==> config.mk <==
export PLATFORM = sky130hd
export DESIGN_NAME = blank_gated_frame_scheduler
export DESIGN_NICKNAME = d
export VERILOG_FILES = /design/src/bgfs_pkg.sv /design/src/blank_gated_frame_scheduler.sv
export SDC_FILE = /design/constraint.sdc
export NUM_CORES = 1
export LEC_CHECK = 0
export BUFFER_PORTS_ARGS = -buffer_cell sky130_fd_sc_hd__buf_2
export CORE_MARGIN = 4
export CORE_UTILIZATION = 40
export CTS_CLUSTER_SIZE = 12
export DETAILED_ROUTE_END_ITERATION = 10
export PLACE_DENSITY = 0.63
export SYNTH_ARGS = -nofsm -noshare
export SYNTH_HDL_FRONTEND = slang
export SYNTH_SLANG_ARGS = --single-unit
==> constraint.sdc <==
create_clock -name clk -period 4.7 [get_ports clk]
set_clock_uncertainty 0.1 [all_clocks]
set_input_delay 0.705 -clock clk [delete_from_list [all_inputs] [get_ports clk]]
set_output_delay 0.705 -clock clk [all_outputs]
set_load 0.05 [all_outputs]
==> src/bgfs_pkg.sv <==
package bgfs_pkg;

    localparam int NUM_SCREENS = 2;

    localparam logic [1:0] SLOT_EMPTY  = 2'd2;
    localparam logic [1:0] MAX_PENDING = 2'd1;

    localparam int FIFO_DEPTH = 8;
    localparam int PTR_W      = $clog2(FIFO_DEPTH);
    localparam int CNT_W      = $clog2(FIFO_DEPTH + 1);
    localparam int MAX_ACT    = 3;

    typedef enum logic [2:0] {
        REQ_SCAN_START  = 3'd0,
        REQ_BLANK_START = 3'd1,
        REQ_RENDER_DONE = 3'd2,
        REQ_RENDER_SKIP = 3'd3,
        REQ_XFER_DONE   = 3'd4
    } req_kind_t;

    typedef enum logic [1:0] {
        ACT_RENDER = 2'd0,
        ACT_WRITE  = 2'd1,
        ACT_FREE   = 2'd2
    } act_kind_t;

    typedef struct packed {
        logic [1:0] rend;
        logic [1:0] rdy;
        logic [1:0] xfr;
        logic       pref;
        logic       blank;
        logic       want;
    } scr_state_t;

    typedef struct packed {
        act_kind_t kind;
        logic      screen;
        logic      slot;
        logic      last;
    } action_t;

    typedef struct packed {
        scr_state_t st;
        logic       go;
        logic       slot;
    } render_res_t;

    function automatic logic slot_free(input scr_state_t st, input logic slot);
        logic [1:0] code;
        code = {1'b0, slot};
        return (code != st.rend) && (code != st.rdy) && (code != st.xfr);
    endfunction

    function automatic render_res_t render_try(input scr_state_t st);
        render_res_t r;
        logic [1:0]  pend;
        logic        pick;
        logic        ok;
        r.st   = st;
        r.go   = 1'b0;
        r.slot = 1'b0;
        pend   = 2'(st.rdy != SLOT_EMPTY) + 2'(st.xfr != SLOT_EMPTY);
        pick   = st.pref;
        ok     = slot_free(st, pick);
        if (!ok)
        begin
            pick = ~pick;
            ok   = slot_free(st, pick);
        end
        if (st.want && (st.rend == SLOT_EMPTY) && (pend <= MAX_PENDING) && ok)
        begin
            r.st.rend = {1'b0, pick};
            r.st.pref = ~pick;
            r.st.want = 1'b0;
            r.go      = 1'b1;
            r.slot    = pick;
        end
        return r;
    endfunction

endpackage

==> src/blank_gated_frame_scheduler.sv <==
// Frame scheduler for double-buffered panels on one shared write bus. Each accepted event
// (scan start, blank start, render done, render skipped, transfer done) is latched in an
// input register and resolved when the queue has room, which updates the per-screen buffer
// roles and pushes zero to three actions (buffer-free notice, write request, render
// request, in that order, the final one flagged by last_action) into an 8-entry action
// queue. The first action of an event passes the input register, action queue and output
// register before it appears. Events are taken one per cycle while the queue has room for
// three more actions; the action port delivers one action per cycle while act_stall is
// low, so events with several actions (at most 3) go no faster than the actions drain.
// Screens win the bus in fixed order, lowest index first, and only while blanking.
module blank_gated_frame_scheduler
(
    input  logic       clk,
    input  logic       rst_n,
    input  logic       req_valid,
    output logic       req_stall,
    input  logic [2:0] req_type,
    input  logic       screen_id,
    input  logic       buffer_slot,
    output logic       act_valid,
    input  logic       act_stall,
    output logic [1:0] action_kind,
    output logic       target_screen,
    output logic       target_slot,
    output logic       last_action
);

    bgfs_pkg::scr_state_t scr_reg  [bgfs_pkg::NUM_SCREENS];
    bgfs_pkg::scr_state_t scr_next [bgfs_pkg::NUM_SCREENS];
    logic                 busy_reg;
    logic                 busy_next;

    logic       in_full_reg;
    logic       in_full_next;
    logic [2:0] type_reg;
    logic       sid_reg;
    logic       slot_reg;

    bgfs_pkg::action_t          fifo_mem [bgfs_pkg::FIFO_DEPTH];
    logic [bgfs_pkg::PTR_W-1:0] wr_ptr_reg;
    logic [bgfs_pkg::PTR_W-1:0] rd_ptr_reg;
    logic [bgfs_pkg::CNT_W-1:0] count_reg;
    logic [bgfs_pkg::CNT_W-1:0] count_next;

    logic       room;
    logic       load;
    logic       proc;
    logic       pop;
    logic       fetch;
    logic       type_ok;
    logic       scr_ok;
    logic [bgfs_pkg::NUM_SCREENS-1:0] sel;
    logic       do_note;
    logic       do_xfer;
    logic       do_rend;
    logic       xfer_found;
    logic       xfer_scr;
    logic       grant_slot;
    logic       rend_slot;
    logic       any_xfer;
    logic [1:0] wr_cnt;
    bgfs_pkg::action_t     ent [bgfs_pkg::MAX_ACT];
    bgfs_pkg::render_res_t rres;
    logic                  act_valid_reg;
    bgfs_pkg::action_t     act_reg;

    assign room = count_reg <= bgfs_pkg::CNT_W'(bgfs_pkg::FIFO_DEPTH - bgfs_pkg::MAX_ACT);
    assign proc = in_full_reg && room;
    assign req_stall = in_full_reg && !room;
    assign load = req_valid && !req_stall;
    assign act_valid = act_valid_reg;
    assign pop = act_valid_reg && !act_stall;
    assign fetch = (count_reg != '0) && (!act_valid_reg || pop);
    assign type_ok = type_reg <= bgfs_pkg::REQ_XFER_DONE;

    always_comb
    begin
        for (int s = 0; s < bgfs_pkg::NUM_SCREENS; s++)
        begin
            sel[s] = int'(sid_reg) == s;
        end
        scr_ok = |sel;
    end

    always_comb
    begin
        in_full_next = in_full_reg;
        if (load)
        begin
            in_full_next = 1'b1;
        end
        else if (proc)
        begin
            in_full_next = 1'b0;
        end
    end

    always_comb
    begin
        scr_next   = scr_reg;
        busy_next  = busy_reg;
        do_note    = 1'b0;
        do_xfer    = 1'b0;
        do_rend    = 1'b0;
        xfer_found = 1'b0;
        xfer_scr   = 1'b0;
        grant_slot = 1'b0;
        rend_slot  = 1'b0;
        rres       = '0;
        if (proc && scr_ok && type_ok)
        begin
            for (int s = 0; s < bgfs_pkg::NUM_SCREENS; s++)
            begin
                if (sel[s])
                begin
                    unique case (type_reg)
                        bgfs_pkg::REQ_SCAN_START:
                        begin
                            scr_next[s].blank = 1'b0;
                            scr_next[s].want  = 1'b1;
                        end
                        bgfs_pkg::REQ_BLANK_START:
                        begin
                            scr_next[s].blank = 1'b1;
                        end
                        bgfs_pkg::REQ_RENDER_DONE:
                        begin
                            if (scr_next[s].rend == {1'b0, slot_reg})
                            begin
                                scr_next[s].rend = bgfs_pkg::SLOT_EMPTY;
                            end
                            scr_next[s].rdy = {1'b0, slot_reg};
                        end
                        bgfs_pkg::REQ_RENDER_SKIP:
                        begin
                            if (scr_next[s].rend == {1'b0, slot_reg})
                            begin
                                scr_next[s].rend = bgfs_pkg::SLOT_EMPTY;
                            end
                        end
                        bgfs_pkg::REQ_XFER_DONE:
                        begin
                            if (scr_next[s].xfr == {1'b0, slot_reg})
                            begin
                                scr_next[s].xfr = bgfs_pkg::SLOT_EMPTY;
                            end
                        end
                        default:
                        begin
                        end
                    endcase
                end
            end

            if (type_reg == bgfs_pkg::REQ_XFER_DONE)
            begin
                busy_next = 1'b0;
                do_note   = 1'b1;
            end

            if ((type_reg == bgfs_pkg::REQ_BLANK_START) ||
                (type_reg == bgfs_pkg::REQ_RENDER_DONE) ||
                (type_reg == bgfs_pkg::REQ_XFER_DONE))
            begin
                if (!busy_next)
                begin
                    for (int s = 0; s < bgfs_pkg::NUM_SCREENS; s++)
                    begin
                        if (!xfer_found && (scr_next[s].rdy != bgfs_pkg::SLOT_EMPTY) &&
                            scr_next[s].blank)
                        begin
                            xfer_found       = 1'b1;
                            xfer_scr         = s[0];
                            grant_slot       = scr_next[s].rdy[0];
                            scr_next[s].xfr  = scr_next[s].rdy;
                            scr_next[s].rdy  = bgfs_pkg::SLOT_EMPTY;
                        end
                    end
                    busy_next = xfer_found;
                    do_xfer   = xfer_found;
                end
            end

            if (type_reg != bgfs_pkg::REQ_BLANK_START)
            begin
                for (int s = 0; s < bgfs_pkg::NUM_SCREENS; s++)
                begin
                    if (sel[s])
                    begin
                        rres        = bgfs_pkg::render_try(scr_next[s]);
                        scr_next[s] = rres.st;
                        do_rend     = rres.go;
                        rend_slot   = rres.slot;
                    end
                end
            end
        end
    end

    always_comb
    begin
        for (int k = 0; k < bgfs_pkg::MAX_ACT; k++)
        begin
            ent[k] = '0;
        end
        wr_cnt = 2'd0;
        if (do_note)
        begin
            ent[wr_cnt].kind   = bgfs_pkg::ACT_FREE;
            ent[wr_cnt].screen = sid_reg;
            ent[wr_cnt].slot   = slot_reg;
            wr_cnt             = wr_cnt + 2'd1;
        end
        if (do_xfer)
        begin
            ent[wr_cnt].kind   = bgfs_pkg::ACT_WRITE;
            ent[wr_cnt].screen = xfer_scr;
            ent[wr_cnt].slot   = grant_slot;
            wr_cnt             = wr_cnt + 2'd1;
        end
        if (do_rend)
        begin
            ent[wr_cnt].kind   = bgfs_pkg::ACT_RENDER;
            ent[wr_cnt].screen = sid_reg;
            ent[wr_cnt].slot   = rend_slot;
            wr_cnt             = wr_cnt + 2'd1;
        end
        if (wr_cnt != 2'd0)
        begin
            ent[wr_cnt - 2'd1].last = 1'b1;
        end
    end

    assign count_next = count_reg + bgfs_pkg::CNT_W'(wr_cnt) - bgfs_pkg::CNT_W'(fetch);

    always_ff @(posedge clk or negedge rst_n)
    begin
        if (!rst_n)
        begin
            for (int s = 0; s < bgfs_pkg::NUM_SCREENS; s++)
            begin
                scr_reg[s].rend  <= bgfs_pkg::SLOT_EMPTY;
                scr_reg[s].rdy   <= bgfs_pkg::SLOT_EMPTY;
                scr_reg[s].xfr   <= bgfs_pkg::SLOT_EMPTY;
                scr_reg[s].pref  <= 1'b0;
                scr_reg[s].blank <= 1'b0;
                scr_reg[s].want  <= 1'b0;
            end
            busy_reg      <= 1'b0;
            in_full_reg   <= 1'b0;
            wr_ptr_reg    <= '0;
            rd_ptr_reg    <= '0;
            count_reg     <= '0;
            act_valid_reg <= 1'b0;
        end
        else
        begin
            scr_reg       <= scr_next;
            busy_reg      <= busy_next;
            in_full_reg   <= in_full_next;
            wr_ptr_reg    <= wr_ptr_reg + bgfs_pkg::PTR_W'(wr_cnt);
            rd_ptr_reg    <= rd_ptr_reg + bgfs_pkg::PTR_W'(fetch);
            count_reg     <= count_next;
            act_valid_reg <= fetch || (act_valid_reg && !pop);
        end
    end

    always_ff @(posedge clk)
    begin
        if (load)
        begin
            type_reg <= req_type;
            sid_reg  <= screen_id;
            slot_reg <= buffer_slot;
        end
        for (int k = 0; k < bgfs_pkg::MAX_ACT; k++)
        begin
            if (2'(k) < wr_cnt)
            begin
                fifo_mem[wr_ptr_reg + bgfs_pkg::PTR_W'(k)] <= ent[k];
            end
        end
        if (fetch)
        begin
            act_reg <= fifo_mem[rd_ptr_reg];
        end
    end

    assign action_kind   = act_reg.kind;
    assign target_screen = act_reg.screen;
    assign target_slot   = act_reg.slot;
    assign last_action   = act_reg.last;

    always_comb
    begin
        any_xfer = 1'b0;
        for (int s = 0; s < bgfs_pkg::NUM_SCREENS; s++)
        begin
            any_xfer = any_xfer || (scr_reg[s].xfr != bgfs_pkg::SLOT_EMPTY);
        end
    end

    a_count_bound: assert property (@(posedge clk) disable iff (!rst_n)
        count_reg <= bgfs_pkg::CNT_W'(bgfs_pkg::FIFO_DEPTH))
        else $error("action queue overflow");

    a_busy_has_xfer: assert property (@(posedge clk) disable iff (!rst_n)
        busy_reg |-> any_xfer)
        else $error("bus busy with no transfer slot held");

    a_xfer_done_notice: assert property (@(posedge clk) disable iff (!rst_n)
        (proc && scr_ok && (type_reg == bgfs_pkg::REQ_XFER_DONE)) |->
        (do_note && (ent[0].kind == bgfs_pkg::ACT_FREE)))
        else $error("transfer done without buffer free notice first");

endmodule

==> results of run 1 <==
==> worst min path at each step <==
stage | from | endpoint | slack, ps | cells past startpoint
after floorplan | rst_n | act_valid | 310 | 0
after global placement | act_valid | act_valid | 390 | 2
after detailed placement | act_valid | act_valid | 380 | 2
after CTS | rst_n | rd_ptr_reg[0] | 380 | 1
after global routing | rst_n | scr_reg[12] | 410 | 1
final | rst_n | scr_reg[12] | 350 | 1
==> cells in the mapped netlist (all sizes together) (2+ instances only) <==
library cell,number
nand2,54
nor2,54
edfxtp,50
o21ai,37
dfrtp,25
mux2i,24
a21oi,20
clkbuf,19
inv,18
buf,15
ha,14
nand2b,12
mux2,10
mux4,10
nor3,10
a31oi,9
nand3,8
nor2b,8
o221ai,8
xor2,8
xnor2,7
and3,6
dfstp,6
o31ai,6
a21o,5
or2,5
a221oi,4
and2,4
o211ai,4
o22ai,4
a221o,3
a22o,3
a32o,3
nand4,3
nor3b,3
nor4,3
or3b,3
a21bo,2
a41oi,2
fa,2
nor4b,2
o41ai,2
or3,2
==> cells in the final DEF (no fill, tap or decap), drive strengths merged, types with 9 or more instances in the layout <==
cell type	synthesis	layout
a21oi	20	20
a31oi	9	9
buf	15	24
clkbuf	19	10
dfrtp	25	25
edfxtp	50	50
ha	14	14
inv	18	19
mux2	10	10
mux2i	24	24
mux4	10	10
nand2	54	54
nand2b	12	12
nor2	54	54
nor3	10	10
o21ai	37	37
==> logic make-up (layout without fill, tap and decap cells) <==
logic type,Yosys count,in the layout,synth area share
adder cells (fa/ha/maj),16,16,0.04049
buffers and inverters,52,57,0.04825
AND/OR/NAND/NOR,181,181,0.1733
AO/OA/AOI/OAI,122,122,0.1671
XOR/XNOR,15,15,0.02754
multiplexers,44,44,0.1135
flip-flops,81,81,0.4298
==> metrics by stage <==
stage / hold slack [ps] / cell area (µm²) / instances / setup slack, ps / power (mW)
6_report: 348.4 / 5793 / 688 / 615.5 / 3.473
5_1_grt: 414.4 / 5793 / 688 / 367.6 / 3.706
4_1_cts: 384.7 / 5793 / 688 / 626.8 / 3.489
3_5_place_dp: 381.9 / 5484 / 673 / 633.7 / 2.729
3_3_place_gp: 385.3 / 5484 / 673 / 763.4 / 2.695
2_1_floorplan: 309.4 / 5315 / 511 / 671.2 / 2.378
==> where the power goes <==
part	switching (mW)	total [mW]	leakage (nW)	internal (mW)
Clock	0.286	0.748	0.147	0.462
Combinational	0.853	1.45	1.28	0.593
Sequential	0.280	1.28	0.837	0.998
Total	1.42	3.47	2.27	2.05
==> final cells by class <==
type                       instances  share of cell area
sequential                        81              0.3944
multi-input combinational        378              0.4788
clock inverter                     5             0.01382
clock buffer                      10             0.03952
inverter                          18             0.01166
tap                              172             0.03715
timing repair buffer              24             0.02462
==> worst max-delay path, cell delays in order, from the launching register on <==
cell	delay (ps)
sky130_fd_sc_hd__edfxtp_1	770
sky130_fd_sc_hd__and2b_1	300
sky130_fd_sc_hd__a22o_1	250
sky130_fd_sc_hd__a32oi_1	190
sky130_fd_sc_hd__a221oi_1	100
sky130_fd_sc_hd__buf_4	160
sky130_fd_sc_hd__ha_1	480
sky130_fd_sc_hd__xor2_2	180
sky130_fd_sc_hd__buf_4	220
sky130_fd_sc_hd__inv_2	80
sky130_fd_sc_hd__ha_1	270
sky130_fd_sc_hd__inv_1	60
sky130_fd_sc_hd__ha_1	150
sky130_fd_sc_hd__inv_1	60
sky130_fd_sc_hd__fa_1	430
sky130_fd_sc_hd__xnor2_1	140
==> layer usage <==
layer / global-route usage / wire length [µm] / up-vias
li1: - / - / 1890
met1: 0.2555 / 5783 / 1893
met5: 0 / 0 / -
met3: 0.03660 / 754 / 15
met4: 0.05744 / 187 / 0
met2: 0.2667 / 5680 / 128
==> flow_summary.html, run 1 <==
<table>
<tr><th>Metric</th><th>Value</th></tr>
<tr><th colspan="2">Die</th></tr>
<tr><td>Starting utilization of the core area</td><td>0.4144</td></tr>
<tr><td>IO Pins</td><td>16</td></tr>
<tr><td>Die span in y</td><td>123.3 µm</td></tr>
<tr><td>Die span in x</td><td>123.3 µm</td></tr>
<tr><td>Floorplan die area</td><td>15200 µm²</td></tr>
<tr><td>Area of the core</td><td>12820 µm²</td></tr>
<tr><td>Site row count</td><td>41</td></tr>
<tr><th colspan="2">Global route</th></tr>
<tr><td>First-pass GRT wire length</td><td>20.45 mm</td></tr>
<tr><td>Number of antenna violations at the first check in global routing</td><td>0</td></tr>
<tr><td>Total routing resource utilization after global routing</td><td>0.1771</td></tr>
<tr><td>Global route overflow</td><td>0</td></tr>
<tr><td>Via count of the first global-routing pass</td><td>3694</td></tr>
<tr><td>Largest net degree at the start of global routing</td><td>32</td></tr>
<tr><th colspan="2">Power</th></tr>
<tr><td>Worst IR Drop VDD</td><td>0.2577 mV</td></tr>
<tr><td>Pwr Density</td><td>599.6 nW/µm²</td></tr>
<tr><td>Reported leakage power</td><td>2.266 nW</td></tr>
<tr><th colspan="2">Timing</th></tr>
<tr><td>Final worst-path cycle share</td><td>0.8690</td></tr>
<tr><td>Setup TNS after final layout</td><td>0 ps</td></tr>
<tr><td>Final worst path period need</td><td>4084 ps</td></tr>
<tr><td>Worst Tran Pin Value</td><td>812.4 ps</td></tr>
<tr><td>Unrepaired setup endpoints after global routing</td><td>no</td></tr>
<tr><td>Max-Slew Margin vs Limit</td><td>0.4584</td></tr>
<tr><td>Final Hold Fails</td><td>0</td></tr>
<tr><td>Count of final setup violators</td><td>0</td></tr>
<tr><td>Upper clock frequency limit</td><td>244.8 MHz</td></tr>
<tr><td>Number of pins with negative max-slew slack in the final report</td><td>0</td></tr>
<tr><th colspan="2">Setup path</th></tr>
<tr><td>Element type at the critical path start</td><td>flop</td></tr>
<tr><td>Classification of the worst setup path</td><td>flop to flop</td></tr>
<tr><td>Worst R2R End</td><td>count_reg[2]</td></tr>
<tr><td>R2R cell count</td><td>15</td></tr>
<tr><td>CP Data Required Time</td><td>4840 ps</td></tr>
<tr><td>Kind of end point of the critical path</td><td>flop</td></tr>
<tr><td>Slack of the worst reg-to-reg path</td><td>620 ps</td></tr>
<tr><td>Capturing instance or port of the critical path</td><td>count_reg[2]</td></tr>
<tr><td>CP max FO</td><td>18</td></tr>
<tr><td>CP startpoint</td><td>type_reg[0]</td></tr>
<tr><td>RR Startpoint</td><td>type_reg[0]</td></tr>
<tr><td>Data arrival at the endpoint of the critical path</td><td>4220 ps</td></tr>
<tr><th colspan="2">Clock tree</th></tr>
<tr><td>CTS tree</td><td>yes</td></tr>
<tr><td>Number of CTS-inserted buffers</td><td>9</td></tr>
<tr><td>Post-CTS Resized</td><td>0</td></tr>
<tr><td>Number of sinks on the clock net</td><td>81</td></tr>
<tr><td>CTS H-tree depth</td><td>3</td></tr>
<tr><td>Buffers inserted during post-CTS setup optimization</td><td>0</td></tr>
<tr><td>Clk Latency, worst-skew pair</td><td>350 ps</td></tr>
<tr><td>Clk buf depth</td><td>2</td></tr>
<tr><td>Master cell of the clock root buffer</td><td>sky130_fd_sc_hd__clkbuf_16</td></tr>
<tr><td>Hold_buf cts</td><td>0</td></tr>
<tr><td>Clock slew at the register clock pins of the worst setup and hold paths</td><td>60 ps</td></tr>
<tr><th colspan="2">Synthesis</th></tr>
<tr><td>Cell taking the most area after synthesis</td><td>sky130_fd_sc_hd__edfxtp_1</td></tr>
<tr><td>Cell area after synthesis</td><td>5315 µm²</td></tr>
<tr><td>Most instantiated flip-flop cell in the synthesis netlist</td><td>sky130_fd_sc_hd__edfxtp_1</td></tr>
<tr><td>Synthesized area divided by synthesized cell count</td><td>10.40 µm²</td></tr>
<tr><td>EDFF count, synth</td><td>50</td></tr>
<tr><td>Cell count after synthesis</td><td>511</td></tr>
<tr><td>Sequential-to-total area share from yosys stat</td><td>0.4298</td></tr>
<tr><td>Number of storage elements in the synthesis netlist</td><td>81</td></tr>
<tr><td>Synth async-reset ratio</td><td>0.3827</td></tr>
<tr><td>Number of distinct standard cells referenced by the synthesized netlist</td><td>82</td></tr>
<tr><td>Post-Syn Nets</td><td>536</td></tr>
<tr><td>Leading post-synthesis cells by cell area</td><td>sky130_fd_sc_hd__edfxtp_1 (28%), sky130_fd_sc_hd__dfrtp_1 (12%), sky130_fd_sc_hd__mux4_2 (4.2%), sky130_fd_sc_hd__mux2i_1 (4.1%), sky130_fd_sc_hd__nor2_1 (3.8%)</td></tr>
<tr><td>Synth top area share</td><td>0.2825</td></tr>
<tr><td>Number of warnings reported in the yosys synthesis log</td><td>0</td></tr>
<tr><th colspan="2">Placement</th></tr>
<tr><td>IO Port Bufs</td><td>15</td></tr>
<tr><td>Detailed-placement wirelength estimate</td><td>9.143 mm</td></tr>
<tr><td>Final RePlAce weighted congestion</td><td>0.9589</td></tr>
<tr><th colspan="2">Layout</th></tr>
<tr><td>Largest register FFs</td><td>40</td></tr>
<tr><td>Diodes inserted</td><td>0</td></tr>
<tr><td>Area added between synthesis and finish</td><td>8.993%</td></tr>
<tr><td>Combined area of the multi-input logic cells</td><td>2774 µm²</td></tr>
<tr><td>Fraction of layout cells with a size suffix above 1</td><td>0.1880</td></tr>
<tr><td>Final Net Count</td><td>537</td></tr>
<tr><td>Core Util, Final</td><td>0.4517</td></tr>
<tr><td>Area used by sequential logic in the layout</td><td>2285 µm²</td></tr>
<tr><td>Count of fill cells added during filler insertion</td><td>1251</td></tr>
<tr><th colspan="2">Detailed routing</th></tr>
<tr><td>Via total after detailed routing</td><td>3926</td></tr>
<tr><td>Routed len/inst</td><td>18.03 µm</td></tr>
<tr><td>Initial drt markers</td><td>346</td></tr>
<tr><td>Antenna violation net count after detailed routing</td><td>0</td></tr>
<tr><td>Vias per std cell</td><td>5.706</td></tr>
<tr><td>Number of iterations in the first detailed-routing pass</td><td>5</td></tr>
<tr><td>Final routed wirelength across all metal layers</td><td>12.41 mm</td></tr>
<tr><td>Number of design rule violations left after detail routing</td><td>0</td></tr>
<tr><th colspan="2">Run</th></tr>
<tr><td>Total of max-cap violations</td><td>0</td></tr>
<tr><th colspan="2">Outcome</th></tr>
<tr><td>Result of the run</td><td>completed</td></tr>
<tr><th colspan="2">Min path</th></tr>
<tr><td>Path category of the worst min-delay check</td><td>input pin to async pin</td></tr>
</table>
Note: power is estimated with default switching activity, not from simulation.
==> run 2: changes to the inputs <==
--- a/config.mk
+++ b/config.mk
@@ -11,4 +11,5 @@
 export CTS_CLUSTER_SIZE = 12
 export DETAILED_ROUTE_END_ITERATION = 10
+export GPL_TIMING_DRIVEN = 0
 export PLACE_DENSITY = 0.63
 export SYNTH_ARGS = -nofsm -noshare
==> constraint.sdc (replaced) <==
create_clock -name clk -period 4.7 [get_ports clk]
set_clock_uncertainty 0.1 [all_clocks]
set_input_delay 0.47 -clock clk [delete_from_list [all_inputs] [get_ports clk]]
set_output_delay 0.47 -clock clk [all_outputs]
set_load 0.02 [all_outputs]
==> flow_summary.html, run 2 (same netlist as run 1, synthesis figures left out) <==
<table>
<tr><th>Metric</th><th>Value</th></tr>
<tr><th colspan="2">Layout</th></tr>
<tr><td>Count of fill cells added during filler insertion</td><td>1219 (-2.6%)</td></tr>
<tr><td>Largest register FFs</td><td>40 (unchanged)</td></tr>
<tr><td>Summed area of non-filler cells in the final layout</td><td>5933 µm² (+2.4%)</td></tr>
<tr><td>Fraction of layout cells with a size suffix above 1</td><td>0.2015 (+0.01349)</td></tr>
<tr><td>Area added between synthesis and finish</td><td>11.63%</td></tr>
<tr><td>Final Net Count</td><td>561 (+4.5%)</td></tr>
<tr><td>Combined area of the multi-input logic cells</td><td>2803 µm² (+1.0%)</td></tr>
<tr><td>Leading cell type in the layout, fill and taps excluded</td><td>sky130_fd_sc_hd__nor2_1</td></tr>
<tr><td>Highest-count cells in the layout ignoring fill and taps</td><td>sky130_fd_sc_hd__nor2_1 (54), sky130_fd_sc_hd__nand2_1 (53), sky130_fd_sc_hd__edfxtp_1 (50), sky130_fd_sc_hd__o21ai_0 (33), sky130_fd_sc_hd__dfrtp_1 (25)</td></tr>
<tr><td>Number of standard cells in the final layout excluding fillers</td><td>713 (+3.6%)</td></tr>
<tr><td>Diodes inserted</td><td>0 (unchanged)</td></tr>
<tr><td>Core Util, Final</td><td>0.4626 (+0.01093)</td></tr>
<tr><td>Area used by sequential logic in the layout</td><td>2285 µm² (unchanged)</td></tr>
<tr><th colspan="2">Timing</th></tr>
<tr><td>Setup TNS after final layout</td><td>0 ps (unchanged)</td></tr>
<tr><td>Final worst-path cycle share</td><td>0.9249 (+0.05582)</td></tr>
<tr><td>Final worst path period need</td><td>4347 ps (+262.4 ps)</td></tr>
<tr><td>Max-Slew Margin vs Limit</td><td>0.3086 (-0.1499)</td></tr>
<tr><td>Unrepaired setup endpoints after global routing</td><td>no</td></tr>
<tr><td>Worst Tran Pin Value</td><td>1037 ps (+224.8 ps)</td></tr>
<tr><td>Count of final setup violators</td><td>0 (unchanged)</td></tr>
<tr><td>Number of pins with negative max-slew slack in the final report</td><td>0 (unchanged)</td></tr>
<tr><td>Post-route setup slack</td><td>353.2 ps (-262.4 ps)</td></tr>
<tr><td>Upper clock frequency limit</td><td>230.1 MHz (-6.0%)</td></tr>
<tr><td>Final Hold Fails</td><td>0 (unchanged)</td></tr>
<tr><th colspan="2">Global route</th></tr>
<tr><td>Met3 demand-to-capacity share in global routing</td><td>0.02882 (-0.007777)</td></tr>
<tr><td>Number of antenna violations at the first check in global routing</td><td>0 (unchanged)</td></tr>
<tr><td>Global route overflow</td><td>0 (unchanged)</td></tr>
<tr><td>First-pass GRT wire length</td><td>21.26 mm (+3.9%)</td></tr>
<tr><td>Met1 track demand over resource</td><td>0.2507 (-0.004838)</td></tr>
<tr><td>Largest net degree at the start of global routing</td><td>32 (unchanged)</td></tr>
<tr><td>GRT busiest layer</td><td>met2</td></tr>
<tr><td>Met2 demand-to-capacity share in global routing</td><td>0.2830 (+0.01631)</td></tr>
<tr><td>Total routing resource utilization after global routing</td><td>0.1797 (+0.002609)</td></tr>
<tr><td>Via count of the first global-routing pass</td><td>4148 (+12%)</td></tr>
<tr><th colspan="2">Power</th></tr>
<tr><td>Reported leakage power</td><td>2.318 nW (+2.3%)</td></tr>
<tr><td>Worst IR Drop VDD</td><td>0.2256 mV (-12%)</td></tr>
<tr><td>Pwr Density</td><td>582.5 nW/µm² (-2.8%)</td></tr>
<tr><th colspan="2">Die</th></tr>
<tr><td>Site row count</td><td>41 (unchanged)</td></tr>
<tr><td>Area of the core</td><td>12820 µm² (unchanged)</td></tr>
<tr><td>Die span in x</td><td>123.3 µm (unchanged)</td></tr>
<tr><td>Starting utilization of the core area</td><td>0.4144 (unchanged)</td></tr>
<tr><td>Floorplan die area</td><td>15200 µm² (unchanged)</td></tr>
<tr><td>IO Pins</td><td>16 (unchanged)</td></tr>
<tr><td>Die span in y</td><td>123.3 µm (unchanged)</td></tr>
<tr><th colspan="2">Detailed routing</th></tr>
<tr><td>Via total after detailed routing</td><td>4154 (+5.8%)</td></tr>
<tr><td>Antenna violation net count after detailed routing</td><td>0 (unchanged)</td></tr>
<tr><td>Routed len/inst</td><td>17.88 µm (-0.86%)</td></tr>
<tr><td>Number of design rule violations left after detail routing</td><td>0 (unchanged)</td></tr>
<tr><td>Initial drt markers</td><td>457 (+32%)</td></tr>
<tr><td>Number of iterations in the first detailed-routing pass</td><td>5 (unchanged)</td></tr>
<tr><td>Vias per std cell</td><td>5.826 (+2.1%)</td></tr>
<tr><td>Final routed wirelength across all metal layers</td><td>12.75 mm (+2.7%)</td></tr>
<tr><th colspan="2">Clock tree</th></tr>
<tr><td>Number of sinks on the clock net</td><td>81 (unchanged)</td></tr>
<tr><td>Master cell of the clock root buffer</td><td>sky130_fd_sc_hd__clkbuf_16</td></tr>
<tr><td>Buffers inserted during post-CTS setup optimization</td><td>0 (unchanged)</td></tr>
<tr><td>Number of CTS-inserted buffers</td><td>9 (unchanged)</td></tr>
<tr><td>Hold_buf cts</td><td>0 (unchanged)</td></tr>
<tr><td>Clk buf depth</td><td>2 (unchanged)</td></tr>
<tr><td>Clk Latency, worst-skew pair</td><td>350 ps (about the same)</td></tr>
<tr><td>CTS tree</td><td>yes</td></tr>
<tr><td>CTS H-tree depth</td><td>3 (unchanged)</td></tr>
<tr><td>Clock slew at the register clock pins of the worst setup and hold paths</td><td>70 ps (about the same)</td></tr>
<tr><th colspan="2">Placement</th></tr>
<tr><td>Worst-case setup slack after placement</td><td>-275.1 ps (-908.8 ps)</td></tr>
<tr><td>Placed insts</td><td>698 (+3.7%)</td></tr>
<tr><td>DP Area</td><td>5605 µm² (+2.2%)</td></tr>
<tr><td>IO Port Bufs</td><td>15 (unchanged)</td></tr>
<tr><td>Final RePlAce weighted congestion</td><td>0.8833 (-7.9%)</td></tr>
<tr><td>Detailed-placement wirelength estimate</td><td>9.364 mm (+2.4%)</td></tr>
<tr><th colspan="2">Setup path</th></tr>
<tr><td>RR Startpoint</td><td>count_reg[3]</td></tr>
<tr><td>Classification of the worst setup path</td><td>flop to flop</td></tr>
<tr><td>CP max FO</td><td>9 (-9)</td></tr>
<tr><td>Slack of the worst reg-to-reg path</td><td>350 ps (-260 ps)</td></tr>
<tr><td>Worst R2R End</td><td>fifo_mem[7][1]</td></tr>
<tr><td>Kind of end point of the critical path</td><td>flop</td></tr>
<tr><td>R2R cell count</td><td>10 (-5)</td></tr>
<tr><td>CP Data Required Time</td><td>4590 ps (-250 ps)</td></tr>
<tr><td>Data arrival at the endpoint of the critical path</td><td>4230 ps (about the same)</td></tr>
<tr><td>Element type at the critical path start</td><td>flop</td></tr>
<tr><th colspan="2">Run</th></tr>
<tr><td>Total of max-cap violations</td><td>0 (unchanged)</td></tr>
<tr><th colspan="2">Outcome</th></tr>
<tr><td>Result of the run</td><td>completed</td></tr>
<tr><th colspan="2">Min path</th></tr>
<tr><td>Path category of the worst min-delay check</td><td>input pin to async pin</td></tr>
</table>
[run 2: cell types whose count changed in the layout (fill, tap and decap cells not counted), moves of 2 or more]
| cell | before | now |
|---|---|---|
| sky130_fd_sc_hd__clkbuf_2 | 0 | 2 |
| sky130_fd_sc_hd__a221oi_2 | 0 | 2 |
| sky130_fd_sc_hd__a221oi_1 | 4 | 2 |
| sky130_fd_sc_hd__buf_2 | 15 | 20 |
| sky130_fd_sc_hd__buf_4 | 9 | 4 |
| sky130_fd_sc_hd__buf_6 | 0 | 5 |
| sky130_fd_sc_hd__clkbuf_1 | 1 | 17 |
[run 2: stage by stage]
stage | power, mW | hold WS (ps)
detailed placement | 2.696 | 389.7
global placement | 2.634 | 383.5
global route | 3.693 | 162.0
finish | 3.456 | 86.64
CTS | 3.441 | 121.3
floorplan | 2.309 | 74.41
[run 2: worst max path at each step]
| stage | end | slack (ps) | cells after the start | start |
|---|---|---|---|---|
| CTS | count_reg[2] | 20 | 16 | count_reg[3] |
| global route | count_reg[2] | 120 | 15 | count_reg[3] |
| detailed placement | fifo_mem[2][1] | -280 | 11 | count_reg[3] |
| floorplan | count_reg[2] | 670 | 16 | count_reg[3] |
| finish | fifo_mem[7][1] | 350 | 10 | count_reg[3] |
| global placement | fifo_mem[2][1] | -220 | 11 | count_reg[3] |
[run 2: power by group]
part	switching, mW	total [mW]	internal, mW
combinational	0.975	1.59	0.620
clock	0.314	0.730	0.417
sequential	0.134	1.13	0.998
total	1.42	3.46	2.03
[run 2: cell type report]
class,instances,area share
plain buffers,33,0.03121
clock buffers,9,0.03796
clock inverters,7,0.01307
inverters,18,0.01139
multi-input cells,378,0.4724
flip-flops and latches,81,0.3851
well taps,172,0.03627
repair buffers,15,0.01265
[run 2: worst max-delay path: stages, from the launching register on]
cell                       delay (ps)
sky130_fd_sc_hd__dfrtp_1          410
sky130_fd_sc_hd__inv_1             90
sky130_fd_sc_hd__ha_1             240
sky130_fd_sc_hd__nand2_2           90
sky130_fd_sc_hd__a221oi_2         510
sky130_fd_sc_hd__o21ai_0          250
sky130_fd_sc_hd__a221oi_2         410
sky130_fd_sc_hd__ha_1             480
sky130_fd_sc_hd__xor2_4           280
sky130_fd_sc_hd__a221oi_1         660
sky130_fd_sc_hd__o21ai_0          460
[run 2: repair_timing]
item,CTS,global route
pin swaps,0,0
endpoints found under the setup margin,23,32
resized for setup,3,2
[run 2: routing by layer]
| metal | part of all wire | up-vias |
|---|---|---|
| met4 | 0.019 | 0 |
| met5 | 0 | - |
| met2 | 0.47 | 135 |
| met1 | 0.46 | 2049 |
| met3 | 0.051 | 27 |
| li1 | - | 1943 |
